File: config.mk
export PLATFORM = sky130hd
export DESIGN_NAME = rc4_stream_cipher_flat
export DESIGN_NICKNAME = d
export VERILOG_FILES = /design/src/rtl/core/rc4_pkg.sv /design/src/rtl/core/rc4_if.sv /design/src/rtl/core/rc4_ram.sv /design/src/rtl/core/rc4_stream_cipher.sv /design/src/flat_wrapper.sv
export SDC_FILE = /design/constraint.sdc
export NUM_CORES = 2
export LEC_CHECK = 0
export BUFFER_PORTS_ARGS = -buffer_cell sky130_fd_sc_hd__buf_2
export CAP_MARGIN = 20
export CORE_MARGIN = 2
export CORE_UTILIZATION = 35
export DETAILED_ROUTE_END_ITERATION = 7
export GPL_TIMING_DRIVEN = 0
export PLACE_DENSITY = 0.47
export SKIP_CTS_REPAIR_TIMING = 1
export SLEW_MARGIN = 20
export SYNTH_ARGS = -nofsm -noshare
export SYNTH_HDL_FRONTEND = slang
export SYNTH_HIERARCHICAL = 1
export SYNTH_SLANG_ARGS = --single-unit
File: constraint.sdc
create_clock -name clk -period 6.15 [get_ports clk]
set_input_delay 1.23 -clock clk [delete_from_list [all_inputs] [get_ports clk]]
set_output_delay 1.23 -clock clk [all_outputs]
set_load 0.01 [all_outputs]
File: src/rtl/core/rc4_pkg.sv
// Package for the RC4 stream cipher core.
// Holds the S-box geometry, the default key store size and the op codes.
// No dependencies.
`timescale 1ns / 1ps

package rc4_pkg;

  localparam int SBOX_SIZE         = 256;
  localparam int SBOX_AW           = 8;
  localparam int KEY_MAX_BYTES_DEF = 256;

  localparam logic OP_KEY  = 1'b0;
  localparam logic OP_DATA = 1'b1;

  typedef logic [7:0] byte_t;

endpackage

File: src/rtl/core/rc4_if.sv
// Valid/ready channel interfaces for the RC4 stream cipher core.
// rc4_in_if carries one input item, rc4_out_if one result item; no dependencies.
`timescale 1ns / 1ps

interface rc4_in_if;
  logic       valid;
  logic       ready;
  logic       op;
  logic [7:0] key_byte;
  logic       key_last;
  logic [7:0] data_byte;
  logic       restart_indices;

  modport source (output valid, op, key_byte, key_last, data_byte, restart_indices,
                  input ready);
  modport sink   (input valid, op, key_byte, key_last, data_byte, restart_indices,
                  output ready);
endinterface

interface rc4_out_if;
  logic       valid;
  logic       ready;
  logic [7:0] out_byte;

  modport source (output valid, out_byte, input ready);
  modport sink   (input valid, out_byte, output ready);
endinterface

File: src/rtl/core/rc4_ram.sv
// Byte-wide RAM with one write port and one registered read port.
// Used for the S-box and the key store; depends on rc4_pkg.
`timescale 1ns / 1ps

module rc4_ram #(
  parameter int DEPTH = rc4_pkg::SBOX_SIZE,
  parameter int AW    = rc4_pkg::SBOX_AW
) (
  input  logic                clk,
  input  logic                we,
  input  logic [AW-1:0]       waddr,
  input  rc4_pkg::byte_t      wdata,
  input  logic [AW-1:0]       raddr,
  output rc4_pkg::byte_t      rdata
);
  import rc4_pkg::*;

  byte_t mem [DEPTH];
  byte_t rdata_r;

  always_ff @(posedge clk) begin
    if (we) begin
      mem[waddr] <= wdata;
    end
  end

  always_ff @(posedge clk) begin
    rdata_r <= mem[raddr];
  end

  assign rdata = rdata_r;

endmodule

File: src/rtl/core/rc4_stream_cipher.sv
// RC4 stream cipher top level: key store, S-box RAM and the sequencer around them.
// The last key item starts the key schedule: 256 identity writes, then 256 swap steps
// (states K_RD, K_ACC, K_W1, K_W2) on the single S-box write port. A data item runs
// P_J, P_SWAP, P_OUT (and P_HOLD while the output stalls) to its result; ready is low
// meanwhile. Reset clears the key count, the indices and the output valid; the S-box
// stays undefined until a key is scheduled. Depends on rc4_pkg, rc4_if and rc4_ram.
`timescale 1ns / 1ps

module rc4_stream_cipher #(
  parameter int KEY_MAX_BYTES = rc4_pkg::KEY_MAX_BYTES_DEF
) (
  input  logic       clk,
  input  logic       rst_n,
  rc4_in_if.sink     in_chan,
  rc4_out_if.source  out_chan
);
  import rc4_pkg::*;

  localparam int KAW = (KEY_MAX_BYTES > 1) ? $clog2(KEY_MAX_BYTES) : 1;
  localparam int CW  = $clog2(KEY_MAX_BYTES + 1);
  localparam logic [CW-1:0] KEY_MAX = CW'(KEY_MAX_BYTES);

  localparam logic [3:0] ST_IDLE   = 4'd0;
  localparam logic [3:0] ST_K_INIT = 4'd1;
  localparam logic [3:0] ST_K_RD   = 4'd2;
  localparam logic [3:0] ST_K_ACC  = 4'd3;
  localparam logic [3:0] ST_K_W1   = 4'd4;
  localparam logic [3:0] ST_K_W2   = 4'd5;
  localparam logic [3:0] ST_P_J    = 4'd6;
  localparam logic [3:0] ST_P_SWAP = 4'd7;
  localparam logic [3:0] ST_P_OUT  = 4'd8;
  localparam logic [3:0] ST_P_HOLD = 4'd9;

  logic [3:0]    state_r, state_nxt;
  logic [CW-1:0] key_count_r, key_count_nxt;
  logic [CW-1:0] len_r, len_nxt;
  logic [KAW-1:0] kidx_r, kidx_nxt;
  byte_t         n_r, n_nxt;
  byte_t         acc_r, acc_nxt;
  byte_t         i_r, i_nxt;
  byte_t         j_r, j_nxt;
  byte_t         si_r, si_nxt;
  byte_t         sj_r, sj_nxt;
  byte_t         t_r, t_nxt;
  byte_t         data_r, data_nxt;
  byte_t         res_r, res_nxt;
  logic          out_valid_r, out_valid_nxt;
  byte_t         out_byte_r, out_byte_nxt;

  logic          sbox_we;
  byte_t         sbox_waddr, sbox_wdata, sbox_raddr, sbox_rdata;
  logic          key_we;
  logic [KAW-1:0] key_waddr;
  byte_t         key_rdata;

  logic          in_fire;
  logic          out_free;
  logic [CW-1:0] cnt_after;
  byte_t         i_base, j_base, i_first;
  byte_t         acc_sum, j_sum, t_sum, ks, res;

  assign in_chan.ready  = (state_r == ST_IDLE);
  assign in_fire        = in_chan.valid && in_chan.ready;
  assign out_free       = !out_valid_r || out_chan.ready;
  assign out_chan.valid = out_valid_r;
  assign out_chan.out_byte = out_byte_r;

  assign i_base  = in_chan.restart_indices ? 8'd0 : i_r;
  assign j_base  = in_chan.restart_indices ? 8'd0 : j_r;
  assign i_first = i_base + 8'd1;
  assign cnt_after = (key_count_r < KEY_MAX) ? key_count_r + CW'(1) : key_count_r;
  assign acc_sum = acc_r + sbox_rdata + key_rdata;
  assign j_sum   = j_r + sbox_rdata;
  assign t_sum   = si_r + sbox_rdata;

  // The keystream index may hit a just-swapped entry; the later write wins.
  assign ks  = (t_r == j_r) ? si_r : ((t_r == i_r) ? sj_r : sbox_rdata);
  assign res = data_r ^ ks;

  always_comb begin
    state_nxt     = state_r;
    key_count_nxt = key_count_r;
    len_nxt       = len_r;
    kidx_nxt      = kidx_r;
    n_nxt         = n_r;
    acc_nxt       = acc_r;
    i_nxt         = i_r;
    j_nxt         = j_r;
    si_nxt        = si_r;
    sj_nxt        = sj_r;
    t_nxt         = t_r;
    data_nxt      = data_r;
    res_nxt       = res_r;
    out_valid_nxt = out_valid_r && !out_chan.ready;
    out_byte_nxt  = out_byte_r;
    sbox_we       = 1'b0;
    sbox_waddr    = n_r;
    sbox_wdata    = n_r;
    sbox_raddr    = n_r;
    key_we        = 1'b0;
    key_waddr     = key_count_r[KAW-1:0];

    case (state_r)
      ST_IDLE: begin
        sbox_raddr = i_first;
        if (in_fire) begin
          if (in_chan.op == OP_KEY) begin
            key_we = (key_count_r < KEY_MAX);
            if (in_chan.key_last) begin
              len_nxt       = cnt_after;
              key_count_nxt = '0;
              n_nxt         = 8'd0;
              state_nxt     = ST_K_INIT;
            end else begin
              key_count_nxt = cnt_after;
            end
          end else begin
            i_nxt     = i_first;
            j_nxt     = j_base;
            data_nxt  = in_chan.data_byte;
            state_nxt = ST_P_J;
          end
        end
      end
      ST_K_INIT: begin
        sbox_we = 1'b1;
        n_nxt   = n_r + 8'd1;
        if (n_r == 8'hFF) begin
          acc_nxt   = 8'd0;
          kidx_nxt  = '0;
          state_nxt = ST_K_RD;
        end
      end
      ST_K_RD: begin
        state_nxt = ST_K_ACC;
      end
      ST_K_ACC: begin
        acc_nxt    = acc_sum;
        si_nxt     = sbox_rdata;
        sbox_raddr = acc_sum;
        state_nxt  = ST_K_W1;
      end
      ST_K_W1: begin
        sbox_we    = 1'b1;
        sbox_wdata = sbox_rdata;
        state_nxt  = ST_K_W2;
      end
      ST_K_W2: begin
        sbox_we    = 1'b1;
        sbox_waddr = acc_r;
        sbox_wdata = si_r;
        n_nxt      = n_r + 8'd1;
        if ((CW'(kidx_r) + CW'(1)) == len_r) begin
          kidx_nxt = '0;
        end else begin
          kidx_nxt = kidx_r + KAW'(1);
        end
        if (n_r == 8'hFF) begin
          i_nxt     = 8'd0;
          j_nxt     = 8'd0;
          state_nxt = ST_IDLE;
        end else begin
          state_nxt = ST_K_RD;
        end
      end
      ST_P_J: begin
        si_nxt     = sbox_rdata;
        j_nxt      = j_sum;
        sbox_raddr = j_sum;
        state_nxt  = ST_P_SWAP;
      end
      ST_P_SWAP: begin
        sbox_we    = 1'b1;
        sbox_waddr = i_r;
        sbox_wdata = sbox_rdata;
        sj_nxt     = sbox_rdata;
        t_nxt      = t_sum;
        sbox_raddr = t_sum;
        state_nxt  = ST_P_OUT;
      end
      ST_P_OUT: begin
        sbox_we    = 1'b1;
        sbox_waddr = j_r;
        sbox_wdata = si_r;
        if (out_free) begin
          out_valid_nxt = 1'b1;
          out_byte_nxt  = res;
          state_nxt     = ST_IDLE;
        end else begin
          res_nxt   = res;
          state_nxt = ST_P_HOLD;
        end
      end
      ST_P_HOLD: begin
        if (out_free) begin
          out_valid_nxt = 1'b1;
          out_byte_nxt  = res_r;
          state_nxt     = ST_IDLE;
        end
      end
      default: begin
        state_nxt = ST_IDLE;
      end
    endcase
  end

  always_ff @(posedge clk) begin
    if (!rst_n) begin
      state_r     <= ST_IDLE;
      key_count_r <= '0;
      i_r         <= 8'd0;
      j_r         <= 8'd0;
      out_valid_r <= 1'b0;
    end else begin
      state_r     <= state_nxt;
      key_count_r <= key_count_nxt;
      i_r         <= i_nxt;
      j_r         <= j_nxt;
      out_valid_r <= out_valid_nxt;
    end
  end

  always_ff @(posedge clk) begin
    len_r      <= len_nxt;
    kidx_r     <= kidx_nxt;
    n_r        <= n_nxt;
    acc_r      <= acc_nxt;
    si_r       <= si_nxt;
    sj_r       <= sj_nxt;
    t_r        <= t_nxt;
    data_r     <= data_nxt;
    res_r      <= res_nxt;
    out_byte_r <= out_byte_nxt;
  end

  rc4_ram #(
    .DEPTH (SBOX_SIZE),
    .AW    (SBOX_AW)
  ) u_sbox (
    .clk   (clk),
    .we    (sbox_we),
    .waddr (sbox_waddr),
    .wdata (sbox_wdata),
    .raddr (sbox_raddr),
    .rdata (sbox_rdata)
  );

  rc4_ram #(
    .DEPTH (KEY_MAX_BYTES),
    .AW    (KAW)
  ) u_key_store (
    .clk   (clk),
    .we    (key_we),
    .waddr (key_waddr),
    .wdata (in_chan.key_byte),
    .raddr (kidx_r),
    .rdata (key_rdata)
  );

endmodule
File: src/flat_wrapper.sv
// flat-port wrapper written by rule: the top's interface ports become plain ports
module rc4_stream_cipher_flat import rc4_pkg::*;
#(
  parameter int KEY_MAX_BYTES = rc4_pkg::KEY_MAX_BYTES_DEF
)
  (clk, rst_n, in_chan_valid, in_chan_op, in_chan_key_byte, in_chan_key_last, in_chan_data_byte, in_chan_restart_indices, in_chan_ready, out_chan_valid, out_chan_out_byte, out_chan_ready);
  rc4_in_if in_chan_i ();
  rc4_out_if out_chan_i ();
  input  logic clk;
  input  logic rst_n;
  input wire logic [$bits(in_chan_i.valid)-1:0] in_chan_valid;
  input wire logic [$bits(in_chan_i.op)-1:0] in_chan_op;
  input wire logic [$bits(in_chan_i.key_byte)-1:0] in_chan_key_byte;
  input wire logic [$bits(in_chan_i.key_last)-1:0] in_chan_key_last;
  input wire logic [$bits(in_chan_i.data_byte)-1:0] in_chan_data_byte;
  input wire logic [$bits(in_chan_i.restart_indices)-1:0] in_chan_restart_indices;
  output wire logic [$bits(in_chan_i.ready)-1:0] in_chan_ready;
  output wire logic [$bits(out_chan_i.valid)-1:0] out_chan_valid;
  output wire logic [$bits(out_chan_i.out_byte)-1:0] out_chan_out_byte;
  input wire logic [$bits(out_chan_i.ready)-1:0] out_chan_ready;
  assign in_chan_i.valid = in_chan_valid;
  assign in_chan_i.op = in_chan_op;
  assign in_chan_i.key_byte = in_chan_key_byte;
  assign in_chan_i.key_last = in_chan_key_last;
  assign in_chan_i.data_byte = in_chan_data_byte;
  assign in_chan_i.restart_indices = in_chan_restart_indices;
  assign in_chan_ready = in_chan_i.ready;
  assign out_chan_valid = out_chan_i.valid;
  assign out_chan_out_byte = out_chan_i.out_byte;
  assign out_chan_i.ready = out_chan_ready;
  rc4_stream_cipher #(.KEY_MAX_BYTES(KEY_MAX_BYTES)) u_core (.clk(clk), .rst_n(rst_n), .in_chan(in_chan_i), .out_chan(out_chan_i));
endmodule
==> flow_summary.json <==
{
  "core_area_um2": 471000,
  "r2r_end": "u_core/u_sbox/rdata[3]",
  "ys_ff_latch": 4223,
  "worstHoldEndpoint": "u_core/data_r[3]",
  "drive_above_1_share": 0.238,
  "hpwlAfterDp_um": 402000,
  "grt_overflow_total": 0,
  "nets": 8749,
  "worstRegToRegCells": 17,
  "start_util": 0.352,
  "crit_path_top_delay_cell": "clkbuf_1",
  "first_iter_violations": 12200,
  "postLayoutCellArea_um2": 191000,
  "r2r_setup_slack_ps": 6,
  "die_w_um": 692,
  "place_area_um2": 176000,
  "h-tree-depth": 5,
  "fin_hold_ws_ps": 430,
  "outcome": "finished with violations",
  "tightest_slew_ps": 1330,
  "synthArstFlopShare": 0,
  "num_io_pins": 33,
  "slew_headroom": 0.115,
  "hp-start": "in_chan_data_byte[3]",
  "cts.clk_slew.worst_paths_ps": 60,
  "max_stage_delay_ps": 580,
  "startpoint_type": "flip-flop",
  "fillCellCount": 41700,
  "synth_area_um2": 166000,
  "crit_family": "buffers and inverters",
  "rsz0062_at_grt": "true",
  "syn_area_per_cell_um2": 20.4,
  "grt_max_degree": 133,
  "track_usage": 0.235,
  "worstPathRequired_ps": 7050,
  "syn2layout_area_growth_pct": 15.2,
  "fin_crit_sh": 0.999,
  "routedWlPerCell_um": 37.6,
  "via_per_inst": 5.82,
  "rows": 252,
  "synthFlopType": "edfxtp_1",
  "place.gp.congestion": 0.913,
  "min_delay_path_depth": 1,
  "syn-num-nets": 8168,
  "static-leakage-power_uw": 0.0593,
  "synth_cells": 8111,
  "maxCapViolCount": 0,
  "drt_wl_total_um": 575000,
  "yosysUniqueCellTypes": 88,
  "min_period_ps": 6140,
  "critical_path_class": "reg2reg",
  "hp-class": "in2reg",
  "crit_chain": "fa_1 > ha_1 > fa_1 > xnor2_1 > nor2_1 > a211oi_1 > a31oi_4 > clkbuf_4 > nor2b_1 > buf_1 > clkbuf_1 > buf_6 > a22oi_1 > a21oi_1 > nor4_1 > nor4_2 > buf_4",
  "placed_cells": 14500,
  "cts_buffer_depth": 4,
  "finalPower_uw": 99300,
  "final_cell_mix": "edfxtp_1, mux4_2, nor2_1, clkbuf_16, a22oi_1",
  "die-area_um2": 479000,
  "finalHoldViolations": 0,
  "crit_fanout": 10,
  "drc": 3,
  "cts_tree": "built",
  "fmax_mhz": 163,
  "setup_slack_ps": 5.64,
  "path_depth": 17,
  "clkSinkCount": 4223,
  "final_common_cell": "edfxtp_1",
  "grt_antenna_before_repair": 45,
  "ant_nets": 0,
  "grt_pass1_vias": 87800,
  "setup_viol_count_final": 0,
  "timing.critical_path.mode_cell": "fa_1",
  "path_buf_inv": 5,
  "synth_edf_count": 4177,
  "rr_startpoint": "u_core/u_sbox/rdata[1]",
  "grt_pass1_wl_um": 769000,
  "die_y_um": 692,
  "via_count": 89000,
  "fin_cells": 15300,
  "cts_root_buf": "clkbuf_16",
  "ir_worst_vdd_uv": 709,
  "failed_checks": "DRC",
  "seq_area_frac_synth": 0.762,
  "cp-end-kind": "flip-flop",
  "dpl_worst_slack_ps": -1750,
  "drv_slew": 0,
  "port_buffers": 29,
  "yosys_warnings": 6,
  "fin_skew_ps": 71.8,
  "power_density_nw_per_um2": 520,
  "cts_buffers": 446,
  "clk_latency_ps": 1050,
  "drtPass1Iterations": 8,
  "critical_path_arrival_ps": 7050
}
report_power, final:
| group | switching (uW) | internal [uW] | total, uW |
|---|---|---|---|
| clock | 11300 | 15000 | 26300 |
| sequential | 266 | 34800 | 35000 |
| combinational | 26000 | 12000 | 38000 |
cell type report:
| class | count | area, um^2 | share of cell area |
|---|---|---|---|
| timing repair buffer | 134 | 2360 | 0.0124 |
| tap | 6223 | 7790 | 0.0408 |
| antenna | 21 | 52.6 | 0.000275 |
| inverter | 25 | 154 | 0.000805 |
| buffer | 491 | 3200 | 0.0168 |
| sequential | 4223 | 126000 | 0.661 |
| clock inverter | 267 | 2370 | 0.0124 |
| clock buffer | 548 | 11700 | 0.0612 |
| multi-input combinational | 3371 | 37100 | 0.194 |
through the flow:
stage | setup TNS [ps] | utilization
global placement | -6107060 | 0.369
floorplan | 0 | -
detailed placement | -12390 | 0.374
CTS | -10230 | 0.404
global route | -31.2 | 0.405
finish | 0 | 0.405
routing by layer:
metal / part of all wire / track usage / up-vias / routed length (um)
met3: 0.083 / 0.0414 / 954 / 47500
met5: 0.00024 / 0 / - / 140
li1: - / - / 35100 / -
met2: 0.46 / 0.370 / 4263 / 265000
met4: 0.049 / 0.0952 / 20 / 28200
met1: 0.41 / 0.324 / 48700 / 234000
logic make-up (layout without fill, tap and decap cells):
family	count (synthesis)	after routing	synth area share
adders and majority gates	34	34	0.00302
AOI/OAI and AO/OA	899	899	0.0385
other	0	21	0
xor gates and xnor gates	76	76	0.00419
and+or+nand+nor	1169	1169	0.0326
muxes	1193	1193	0.141
buffers and inverters	517	1465	0.0188
DFF	4223	4223	0.762
state kept, by name, summed over array words and instances (netlist names), 9 cells and up:
signal / cells
u_core/u_sbox/mem: 2048
u_core/len_r: 9
u_core/u_key_store/mem: 2048
u_core/key_count_r: 9
worst register-to-register path, delay by kind of cell, from the launching register on:
| family | cells | cell delay [ps] |
|---|---|---|
| buffers and inverters | 5 | 2080 |
| adders and majority gates | 3 | 1230 |
| AOI/OAI and AO/OA | 4 | 1230 |
| and+or+nand+nor | 4 | 800 |
| DFF | 1 | 570 |
| xor gates and xnor gates | 1 | 160 |
worst max-delay path by stage:
stage	from	endpoint
CTS	u_core/u_sbox/rdata[1]	u_core/u_sbox/rdata[0]
floorplan	u_core/state_r[2]	u_core/u_sbox/mem[0][7]
global placement	u_core/state_r[3]	u_core/u_sbox/mem[60][1]
detailed placement	in_chan_restart_indices	u_core/u_sbox/rdata[0]
global route	u_core/u_sbox/rdata[1]	u_core/u_sbox/rdata[0]
finish	u_core/u_sbox/rdata[1]	u_core/u_sbox/rdata[3]
synth_stat cells, drive strengths merged, types with 17 or more instances:
| library cell | n | area share |
|---|---|---|
| edfxtp | 4177 | 0.76 |
| mux4 | 912 | 0.12 |
| nor2 | 620 | 0.014 |
| a22oi | 274 | 0.012 |
| mux2i | 269 | 0.016 |
| buf | 258 | 0.013 |
| clkbuf | 234 | 0.0053 |
| a21oi | 206 | 0.0062 |
| nand2 | 122 | 0.0028 |
| nand3 | 98 | 0.0030 |
| o221ai | 94 | 0.0050 |
| nor2b | 76 | 0.0029 |
| o22ai | 58 | 0.0022 |
| nor3 | 57 | 0.0017 |
| nor4 | 54 | 0.0023 |
| dfxtp | 46 | 0.0056 |
| o21ai | 46 | 0.0014 |
| xnor2 | 46 | 0.0024 |
| a211oi | 38 | 0.0017 |
| a221oi | 32 | 0.0018 |
| nand2b | 30 | 0.0012 |
| nand4 | 30 | 0.0012 |
| xor2 | 28 | 0.0015 |
| ha | 24 | 0.0018 |
| o211ai | 24 | 0.0011 |
| inv | 23 | 0.00052 |
| a31oi | 18 | 0.00068 |
| and2 | 18 | 0.00068 |
| a21boi | 17 | 0.00077 |
| a222oi | 17 | 0.0010 |
Power figures use the tool's default switching activity.
